File: config.mk
export PLATFORM = sky130hd
export DESIGN_NAME = coordinate_frame_parser_core
export DESIGN_NICKNAME = d
export VERILOG_FILES = /design/src/sv/cfp_pkg.sv /design/src/sv/coordinate_frame_parser_core.sv /design/src/sv/cfp_frame_parser.sv
export SDC_FILE = /design/constraint.sdc
export NUM_CORES = 1
export LEC_CHECK = 0
export BUFFER_PORTS_ARGS = -buffer_cell sky130_fd_sc_hd__buf_2
export CORE_AREA = 2 2 79 88
export DETAILED_ROUTE_END_ITERATION = 8
export DIE_AREA = 0 0 81 90
export PLACE_DENSITY_LB_ADDON = 0.12
export SLEW_MARGIN = 0
export SYNTH_ARGS = -nofsm -noshare
export SYNTH_HDL_FRONTEND = slang
export SYNTH_SLANG_ARGS = --single-unit
File: constraint.sdc
create_clock -name i_clk -period 2.36 [get_ports i_clk]
set_input_delay 0 -clock i_clk [delete_from_list [all_inputs] [get_ports i_clk]]
set_output_delay 0 -clock i_clk [all_outputs]
set_load 0.01 [all_outputs]
File: src/sv/cfp_pkg.sv
package cfp_pkg;

    localparam logic [7:0] HDR_RECT   = 8'h40;
    localparam logic [7:0] HDR_TARGET = 8'h60;
    localparam logic [7:0] HDR_CMD    = 8'h20;
    localparam logic [7:0] TRL_RECT   = 8'h50;
    localparam logic [7:0] TRL_TARGET = 8'h70;
    localparam logic [7:0] NOT_FOUND  = 8'hAA;

    // r_count values at which the last byte of a frame arrives
    localparam logic [2:0] COORD_LAST = 3'd5;
    localparam logic [2:0] CMD_LAST   = 3'd3;

    localparam logic [1:0] KIND_FOUND     = 2'd0;
    localparam logic [1:0] KIND_NOT_FOUND = 2'd1;
    localparam logic [1:0] KIND_TARGET    = 2'd2;

    typedef enum logic [1:0] {
        MODE_IDLE  = 2'd0,
        MODE_COORD = 2'd1,
        MODE_CMD   = 2'd2
    } t_mode;

    typedef struct packed {
        logic        valid;
        logic [1:0]  kind;
        logic [15:0] x;
        logic [15:0] y;
    } t_result;

endpackage

File: src/sv/coordinate_frame_parser_core.sv
// Coordinate frame parser: takes one received byte per transaction and
// delivers one result per well-formed coordinate frame (header 0x40 or 0x60,
// four payload bytes, matching trailer 0x50 or 0x70). Command frames (0x20,
// four bytes), bad-trailer frames and stray bytes give nothing. A byte is
// accepted every cycle; the result appears in the output register in the cycle
// after the trailer byte is taken, and the input stalls only while that
// register holds a result the sink has not yet taken.
module coordinate_frame_parser_core (
    input  logic        i_clk,
    input  logic        i_rst_n,
    input  logic        i_s_axis_tvalid,
    output logic        o_s_axis_tready,
    input  logic [7:0]  i_s_axis_tdata,   // rx_byte[7:0]
    output logic        o_m_axis_tvalid,
    input  logic        i_m_axis_tready,
    output logic [31:0] o_m_axis_tdata,   // coord_x[15:0], coord_y[31:16]
    output logic [1:0]  o_m_axis_tuser    // frame_kind[1:0]
);

    logic             take;
    cfp_pkg::t_result result;
    logic             r_out_valid;
    logic [1:0]       r_kind;
    logic [15:0]      r_x;
    logic [15:0]      r_y;

    assign o_s_axis_tready = !r_out_valid || i_m_axis_tready;
    assign take            = i_s_axis_tvalid && o_s_axis_tready;

    cfp_frame_parser u_parser (
        .i_clk    (i_clk),
        .i_rst_n  (i_rst_n),
        .i_take   (take),
        .i_byte   (i_s_axis_tdata),
        .o_result (result)
    );

    always_ff @(posedge i_clk) begin
        if (!i_rst_n) begin
            r_out_valid <= 1'b0;
        end else if (result.valid) begin
            r_out_valid <= 1'b1;
        end else if (i_m_axis_tready) begin
            r_out_valid <= 1'b0;
        end
    end

    always_ff @(posedge i_clk) begin
        if (result.valid) begin
            r_kind <= result.kind;
            r_x    <= result.x;
            r_y    <= result.y;
        end
    end

    assign o_m_axis_tvalid = r_out_valid;
    assign o_m_axis_tdata  = {r_y, r_x};
    assign o_m_axis_tuser  = r_kind;

    // a result only follows an accepted trailer byte
    a_rise_after_take: assert property (@(posedge i_clk) disable iff (!i_rst_n)
        $rose(o_m_axis_tvalid) |-> $past(take))
        else $error("result without accepted byte");

    a_kind_code: assert property (@(posedge i_clk) disable iff (!i_rst_n)
        o_m_axis_tvalid |-> (o_m_axis_tuser == cfp_pkg::KIND_FOUND ||
                             o_m_axis_tuser == cfp_pkg::KIND_NOT_FOUND ||
                             o_m_axis_tuser == cfp_pkg::KIND_TARGET))
        else $error("unused frame kind");

    a_not_found_zero: assert property (@(posedge i_clk) disable iff (!i_rst_n)
        (o_m_axis_tvalid && o_m_axis_tuser == cfp_pkg::KIND_NOT_FOUND)
            |-> (o_m_axis_tdata == 32'd0))
        else $error("not-found frame with coordinates");

    a_stall_only_when_full: assert property (@(posedge i_clk) disable iff (!i_rst_n)
        !o_s_axis_tready |-> (o_m_axis_tvalid && !i_m_axis_tready))
        else $error("input stalled with free output register");

endmodule

File: src/sv/cfp_frame_parser.sv
module cfp_frame_parser (
    input  logic                 i_clk,
    input  logic                 i_rst_n,
    input  logic                 i_take,
    input  logic [7:0]           i_byte,
    output cfp_pkg::t_result     o_result
);

    cfp_pkg::t_mode r_mode, n_mode;
    logic [2:0]     r_count, n_count;
    logic [7:0]     r_store [0:4];
    logic           store_we;

    // next state
    always_comb begin
        n_mode   = r_mode;
        n_count  = r_count;
        store_we = 1'b0;
        unique case (r_mode)
            cfp_pkg::MODE_IDLE: begin
                if (i_byte == cfp_pkg::HDR_RECT || i_byte == cfp_pkg::HDR_TARGET) begin
                    n_mode   = cfp_pkg::MODE_COORD;
                    n_count  = 3'd1;
                    store_we = 1'b1;
                end else if (i_byte == cfp_pkg::HDR_CMD) begin
                    n_mode   = cfp_pkg::MODE_CMD;
                    n_count  = 3'd1;
                end
            end
            cfp_pkg::MODE_COORD: begin
                if (r_count >= cfp_pkg::COORD_LAST) begin
                    n_mode  = cfp_pkg::MODE_IDLE;
                    n_count = 3'd0;
                end else begin
                    n_count  = r_count + 3'd1;
                    store_we = 1'b1;
                end
            end
            cfp_pkg::MODE_CMD: begin
                if (r_count >= cfp_pkg::CMD_LAST) begin
                    n_mode  = cfp_pkg::MODE_IDLE;
                    n_count = 3'd0;
                end else begin
                    n_count = r_count + 3'd1;
                end
            end
            default: begin
                n_mode  = cfp_pkg::MODE_IDLE;
                n_count = 3'd0;
            end
        endcase
    end

    // result on the trailer byte
    always_comb begin
        o_result       = '0;
        o_result.x     = {r_store[1], r_store[2]};
        o_result.y     = {r_store[3], r_store[4]};
        o_result.kind  = cfp_pkg::KIND_FOUND;
        if (r_mode == cfp_pkg::MODE_COORD && r_count >= cfp_pkg::COORD_LAST) begin
            if (r_store[0] == cfp_pkg::HDR_RECT && i_byte == cfp_pkg::TRL_RECT) begin
                o_result.valid = i_take;
                if (r_store[1] == cfp_pkg::NOT_FOUND && r_store[2] == cfp_pkg::NOT_FOUND &&
                    r_store[3] == cfp_pkg::NOT_FOUND && r_store[4] == cfp_pkg::NOT_FOUND) begin
                    o_result.kind = cfp_pkg::KIND_NOT_FOUND;
                    o_result.x    = '0;
                    o_result.y    = '0;
                end
            end else if (r_store[0] == cfp_pkg::HDR_TARGET && i_byte == cfp_pkg::TRL_TARGET) begin
                o_result.valid = i_take;
                o_result.kind  = cfp_pkg::KIND_TARGET;
            end
        end
    end

    always_ff @(posedge i_clk) begin
        if (!i_rst_n) begin
            r_mode  <= cfp_pkg::MODE_IDLE;
            r_count <= 3'd0;
        end else if (i_take) begin
            r_mode  <= n_mode;
            r_count <= n_count;
        end
    end

    always_ff @(posedge i_clk) begin
        if (i_take && store_we) begin
            if (r_mode == cfp_pkg::MODE_IDLE) begin
                r_store[0] <= i_byte;
            end else begin
                r_store[r_count] <= i_byte;
            end
        end
    end

endmodule
Word-level counts from Yosys, hierarchy flattened --
Memories as Yosys holds them, arrays and structs flattened. Index checks and enable logic that the tools add are counted. Widths: inputs -> output; s select.
Storage, ports and cells: register bits after elaboration 40, memory bits (writable) 40, bits of input ports 12, output and inout port bits 36, memories kept 1
Operators by class: add/sub/neg operators 1, magnitude comparators 2, equality and inequality tests 16, muxes and demuxes 29, reductions and logical operators 16
Memories:
- u_parser.r_store | depth 5, width 8, read ports 5, clocked after memory_dff 0, wr ports 1, line cfp_frame_parser.sv:11 | logic [7:0] r_store [0:4];
Operators with widths (number):
- $eq 8x7->1 const B | 6
- $mux 35 | 1
- $mux 33 | 1
- $eq 8x8->1 const B | 4
- $mux 32 | 1
- $mux 3 | 7
- $mux 1 | 11
- $pmux 3 s3 | 1
- $eq 8x6->1 const B | 1
- $logic_and 1x1->1 | 8
- $mux 2 | 4
- $mux 8 | 1
- $reduce_or 8->1 | 1
- $pmux 2 s3 | 1
- $ne 2x1->1 const B | 2
- $reduce_and 4->1 | 1
- $add 3x1->3 const B | 1
- $ge 3x2->1 const B | 1
- $ge 3x3->1 const B | 1
- $ne 3x1->1 const B | 1
- $eq 2x1->1 const B | 1
- $eq 2x2->1 const B | 1
- $logic_not 2->1 | 1
- $logic_or 1x1->1 | 2
- other kinds (4) | 4

Logic depth before layout (Yosys ltp) --
Gate-level depths: netlist of run 1.
depth in word-level cells 9, gate-level depth with buffers 7, depth with buffers taken out 6

Modules after synthesis --
A second synthesis of run 1 with hierarchy kept.
Second synthesis, totals: cell total of the unflattened synthesis 192, area total of the unflattened synthesis 3091.7 µm²
By module, submodules not included:
- cfp_frame_parser | instances 1, cells each 153, area an instance 2013.2 µm², sequential area each 1301.2 µm²
- coordinate_frame_parser_core | instances 1, cells each 39, area an instance 1078.5 µm², sequential area each 1041.0 µm²

Least setup slack after synthesis of run 1 --
OpenSTA, ideal clock, no wires.
kind reg-to-reg, start point register u_parser.r_count[1], end point register r_kind[0] (netlist: o_m_axis_tuser[0]), enable pin, library setup time 394 ps, arrival 1858 ps, data required time 1966 ps, path slack 107 ps, cell stages (with the launch flop) 7, buffers on the path 0, period minus slack after synthesis 2253 ps, cells stage by stage dfxtp_1 inv_1 ha_1 o21a_1 nand4_1 nor2_1 and3_1
RTL lines:
- start, declared | line cfp_frame_parser.sv:10 | logic [2:0] r_count, n_count;
- start signal, assigned | line cfp_frame_parser.sv:82 | r_count <= n_count;
- end signal, assigned | line coordinate_frame_parser_core.sv:50 | r_kind <= result.kind;
- end, declared | line coordinate_frame_parser_core.sv:23 | logic [1:0] r_kind;

==> impl_metrics.toml, run 1 <==
[die]
io_pins = 48
core_area_um2 = 6440
die_w_um = 81
die_y_um = 90
rows = 31
start_util_pct = 48.2
dieArea_um2 = 7290

[run_status]
status = "completed"

[detailed_routing]
antenna_left = 0
drc = 0
vias = 1805
wl_per_cell_um = 16.7
drt-total-wl_um = 5590
viasPerCell = 5.39
firstDrtPassIters = 4
dr.first_iter.drc_count = 76

[worst_setup_path]
cp-startpoint = "u_parser.r_count[0]"
critPathMaxStageDelay_ps = 510
critPathTopFamily = "flip-flops"
worstSetupPathType = "reg -> reg"
crit_required_ps = 2410
critPathMaxFanout = 17
critPathSlowestCell = "dfxtp_1"
r2r-end = "r_x[5]"
crit_path_start_kind = "flop"
crit_buf_inv = 1
arrival_ps = 2120
endpoint_kind = "flop"
rrSetupSlack_ps = 300
reg2reg_from = "u_parser.r_count[0]"
ff2ff_path_depth = 6
cp_cell_sequence = "ha_1 -> o21a_1 -> nand4_1 -> nor4_2 -> buf_4 -> a21boi_0"

[clock_tree]
clockBufferDepth = 2
htree_levels = 3
cts.clk_slew.worst_paths_ps = 80
cts_tree = "yes"
cts_resized = 0
insertion_delay_ps = 340
clkSinkCount = 80
cts_buffers = 9
clockRootBuffer = "clkbuf_8"
post_cts_buffers = 0
ctsHoldBuffers = 9

[synthesis]
ys.flop_type = "edfxtp_1"
synth_edf_count = 74
synthTopCellsByCount = "edfxtp_1, clkbuf_1, a21boi_0, a21boi_1"
synth-async-reset-ratio_pct = 0
synthCells = 196
syn_avg_cell_area_um2 = 15.8
syn_area_um2 = 3110
yosys_warnings = 0
yosys.area.top_type = "edfxtp_1"
synth_top_area_share_pct = 71.6
synth_nets = 211
synth.most_common_cell = "edfxtp_1"
synth_area_leaders = "edfxtp_1, dfxtp_1, clkbuf_1"
synth-seq-cells = 80
yosysUniqueCellTypes = 43
seq_area_frac_synth_pct = 75.4

[timing]
setup_viol_count_final = 0
hold_violations = 0
worstMarginPinSlew_ps = 487
skew_ps = 9.21
finalSetupTns_ps = 0
final_max_slew_viol_count = 0
rsz0062_at_grt = "no"
hold_ws_ps = 96.8
max_freq_ghz = 0.485
finalWorstPathRequiredPeriod_ps = 2060
slew_headroom_pct = 67.5
fin_crit_sh_pct = 87.4

[global_routing]
antenna_found_initial = 0
overflow = 0
grt_util_all_layers_pct = 17.2
grt_pass1_wl_um = 9090
grt_max_degree = 35
grt_pass1_vias = 1826

[power]
powerDensity_nw_per_um2 = 686
peakVddDrop_uv = 414
netSwitchingFraction_pct = 19.4
switching_power_uw = 490
combPwrFrac_pct = 2.2
pwr-share-clk_pct = 37.1
p_leak_uw = 0.00128
seqPwrFrac_pct = 60.7
p_int_uw = 2040

[min_path]
hp-start = "i_s_axis_tvalid"
hp-class = "in -> reg"
hold_depth = 4
whs_endpoint = "o_m_axis_tvalid"

[cells_and_area]
fill_cells = 536
antenna_cells = 0
fin_nets = 263
syn_to_final_growth_pct = 18.7
seqCellArea_um2 = 2340
multi_input_area_um2 = 638
drive_above_1_share_pct = 29.2

[place]
dpl.hpwl_um = 3900
place.gp.congestion = 0.776
port_buffers = 47

[run]
cap_viol_max_count = 0
per-layer routing:
metal	GRT usage, %	wire [um]
met5	0	0
met3	5.12	337
met2	28.4	2850
met1	19.7	2240
met4	8.90	163
cells in the final DEF, fill, tap and decap left out, drive strengths merged, types with 4 or more instances in the layout:
master       count
nand2            6
a21boi          16
nor4             4
dfxtp            6
nor4b            6
dlygate4sd3      9
clkinv           4
inv              5
buf             55
nor4bb           5
edfxtp          74
clkbuf          10
nor2             4
o21ai            4
nor3             5
sequential cells by signal, indices dropped and copies added (netlist names):
signal	count
u_parser.r_count	3
u_parser.r_store	40
r_x	16
u_parser.r_mode	2
o_m_axis_tuser	2
r_y	16
o_m_axis_tvalid	1
how the worst max path moves through the flow:
| stage | end | slack [ps] | cells past startpoint |
|---|---|---|---|
| finish | r_x[5] | 300 | 6 |
| global route | r_x[5] | 150 | 6 |
| CTS | r_x[5] | 320 | 6 |
| detailed placement | r_x[5] | 330 | 6 |
| global placement | r_y[11] | 460 | 6 |
| floorplan | o_m_axis_tuser[0] | 110 | 6 |
power by group through the flow:
stage	Clock (uW)	Combinational (uW)	Sequential, uW
2_1_floorplan	0	12.4	1570
3_3_place_gp	0	41.5	1570
3_5_place_dp	0	43.0	1570
4_1_cts	968	54.5	1540
5_1_grt	1030	59.7	1540
6_report	940	54.5	1540
worst min-delay path: cells and delay by family:
kind / cells / cell delay (ps)
buffers and inverters: 2 / 160
AND/OR/NAND/NOR: 1 / 60
AO/OA/AOI/OAI: 1 / 170
final cells by class:
cell class | instances | share of cell area (%)
Inverter | 5 | 0.509
Clock buffer | 10 | 3.46
Tap cell | 82 | 2.78
Sequential cell | 80 | 63.5
Clock inverter | 6 | 1.63
Timing Repair Buffer | 64 | 10.8
Multi-Input combinational cell | 88 | 17.3
logic make-up (layout without fill, tap and decap cells):
kind of cell	Yosys count	count (layout)	share of synthesized area, %
simple gates	49	49	10.7
fa+ha+maj	3	3	1.21
compound gates	34	34	8.02
flops	80	80	75.4
mux	1	1	0.322
xor+xnor	1	1	0.282
buf+inv	28	85	4.03
stage by stage:
| step | utilization, % | worst slack [ps] | cell area [um2] | cells | total power, uW |
|---|---|---|---|---|---|
| after floorplan | - | 107 | 3110 | 196 | 1580 |
| after global placement | 53.0 | 462 | 3410 | 310 | 1610 |
| after detailed placement | 53.0 | 335 | 3410 | 310 | 1610 |
| after CTS | 57.3 | 320 | 3690 | 335 | 2560 |
| after global routing | 57.3 | 154 | 3690 | 335 | 2620 |
| final | 57.3 | 296 | 3690 | 335 | 2530 |
(Power assumes the default switching activity.)
==> run 2, diff against run 1 <==
--- a/config.mk
+++ b/config.mk
@@ -9,7 +9,7 @@
 export CORE_AREA = 2 2 79 88
 export DETAILED_ROUTE_END_ITERATION = 8
 export DIE_AREA = 0 0 81 90
-export PLACE_DENSITY_LB_ADDON = 0.12
+export PLACE_DENSITY = 0.84
 export SLEW_MARGIN = 0
 export SYNTH_ARGS = -nofsm -noshare
 export SYNTH_HDL_FRONTEND = slang
==> impl_metrics.toml, run 2 (synthesis results as in run 1) <==
[timing]
worstMarginPinSlew_ps = 528
skew_ps = 5.09
finalWorstPathRequiredPeriod_ps = 2000
slew_headroom_pct = 64.8
finalSetupTns_ps = 0
fin_crit_sh_pct = 84.7
final_max_slew_viol_count = 0
rsz0062_at_grt = "no"
hold_violations = 0
max_freq_ghz = 0.500
setup_viol_count_final = 0

[cells_and_area]
syn_to_final_growth_pct = 18.4
biggestRegsByFlops = "u_parser.r_store (40), r_x (16), r_y (16)"
stdcell_area_um2 = 3680
top_register = "u_parser.r_store"
fin_nets = 262
drive_above_1_share_pct = 29.1
largest_reg_flops = 40
fill_cells = 498
layout_commonest_cell = "edfxtp_1"
antenna_cells = 0
layout_common_cells = "edfxtp_1, buf_2, a21boi_0, clkbuf_8, dlygate4sd3_1"

[clock_tree]
htree_levels = 3
insertion_delay_ps = 340
cts.clk_slew.worst_paths_ps = 80
clockRootBuffer = "clkbuf_8"
post_cts_buffers = 0
cts_buffers = 9
cts_resized = 0
clkSinkCount = 80
cts_tree = "yes"
clockBufferDepth = 2

[worst_setup_path]
r2r-end = "r_y[3]"
crit_path_start_kind = "flop"
rrSetupSlack_ps = 360
reg2reg_from = "u_parser.r_count[0]"
critPathSlowestCell = "dfxtp_1"
cp_cell_sequence = "ha_1 -> o21a_1 -> nand4_1 -> nor4_2 -> buf_4 -> a21boi_0"
arrival_ps = 2060
critPathMaxStageDelay_ps = 520
worstSetupPathType = "reg -> reg"
crit_required_ps = 2420
ff2ff_path_depth = 6
critPathMaxFanout = 17
endpoint_kind = "flop"

[global_routing]
grt_util_all_layers_pct = 16.1
overflow = 0
antenna_found_initial = 0
grt_pass1_wl_um = 8630
grt_max_degree = 35
grt_pass1_vias = 1770

[min_path]
hp-class = "in -> reg"
hp-start = "i_s_axis_tvalid"
whs_endpoint = "o_m_axis_tvalid"
hold_depth = 4

[die]
core_area_um2 = 6440
start_util_pct = 48.2
dieArea_um2 = 7290
rows = 31
io_pins = 48
die_y_um = 90
die_w_um = 81

[run_status]
status = "completed"

[detailed_routing]
dr.first_iter.drc_count = 75
vias = 1773
drt-total-wl_um = 5340
antenna_left = 0
drc = 0
firstDrtPassIters = 5
wl_per_cell_um = 16.0
viasPerCell = 5.32

[place]
place.gp.congestion = 0.954
dpl.hpwl_um = 3540
port_buffers = 47
place_area_um2 = 3400

[run]
cap_viol_max_count = 0

[power]
powerDensity_nw_per_um2 = 689
peakVddDrop_uv = 335
p_leak_uw = 0.00127
[run 2: area by class of cell]
cell class	count	area, um2	area share, %
multi-input combinational	88	638	17.4
tap	82	103	2.79
clock inverter	5	56.3	1.53
inverter	5	18.8	0.511
clock buffer	10	128	3.47
sequential	80	2340	63.7
timing repair buffer	63	390	10.6
[run 2: worst max-delay path by stage]
stage,start,to,slack [ps],cells past startpoint
floorplan,u_parser.r_count[1],o_m_axis_tuser[0],110,6
global placement,u_parser.r_count[0],r_y[11],480,6
detailed placement,u_parser.r_count[0],r_y[12],390,6
CTS,u_parser.r_count[0],r_y[3],370,6
global route,u_parser.r_count[0],r_x[5],140,6
finish,u_parser.r_count[0],r_y[3],360,6
[run 2: metal layers]
layer  GRT usage (%)  vias up  share of wire (%)
met5               0        -                  0
li1                -      847                  -
met1            18.1      826                 39
met4            11.9        0                5.1
met2            25.6       76                 51
met3            4.62       24                5.4
[run 2: worst max-delay path: cells and delay by family, from the launching register on]
family                   cells  cell delay, ps
AND/OR/NAND/NOR              2             450
AO/OA/AOI/OAI                2             290
adder cells (fa/ha/maj)      1             220
buffers and inverters        1             240
flip-flops                   1             520
[run 2: what timing repair did]
| item | CTS | global route |
|---|---|---|
| hold buffers | 9 | 0 |
| hold endpoints to repair | 46 | 0 |
| setup endpoints to repair | 0 | 0 |
[run 2: power breakdown]
| part | total [uW] | internal, uW | leakage, uW | switching, uW |
|---|---|---|---|---|
| Sequential | 1540 | 1540 | 0.000709 | 0.881 |
| Clock | 943 | 483 | 0.0000925 | 460 |
| Combinational | 53.6 | 22.1 | 0.000469 | 31.5 |
| Total | 2530 | 2040 | 0.00127 | 492 |
[run 2: per-stage QoR]
stage	worst slack [ps]	hold WS, ps	std cells	power (uW)	utilization [%]
after floorplan	107	98.9	196	1580	-
after global placement	482	298	309	1610	52.8
after detailed placement	386	307	309	1610	52.8
after CTS	374	70.9	333	2550	57.1
after global routing	140	90.6	333	2600	57.1
final	361	77.2	333	2530	57.1
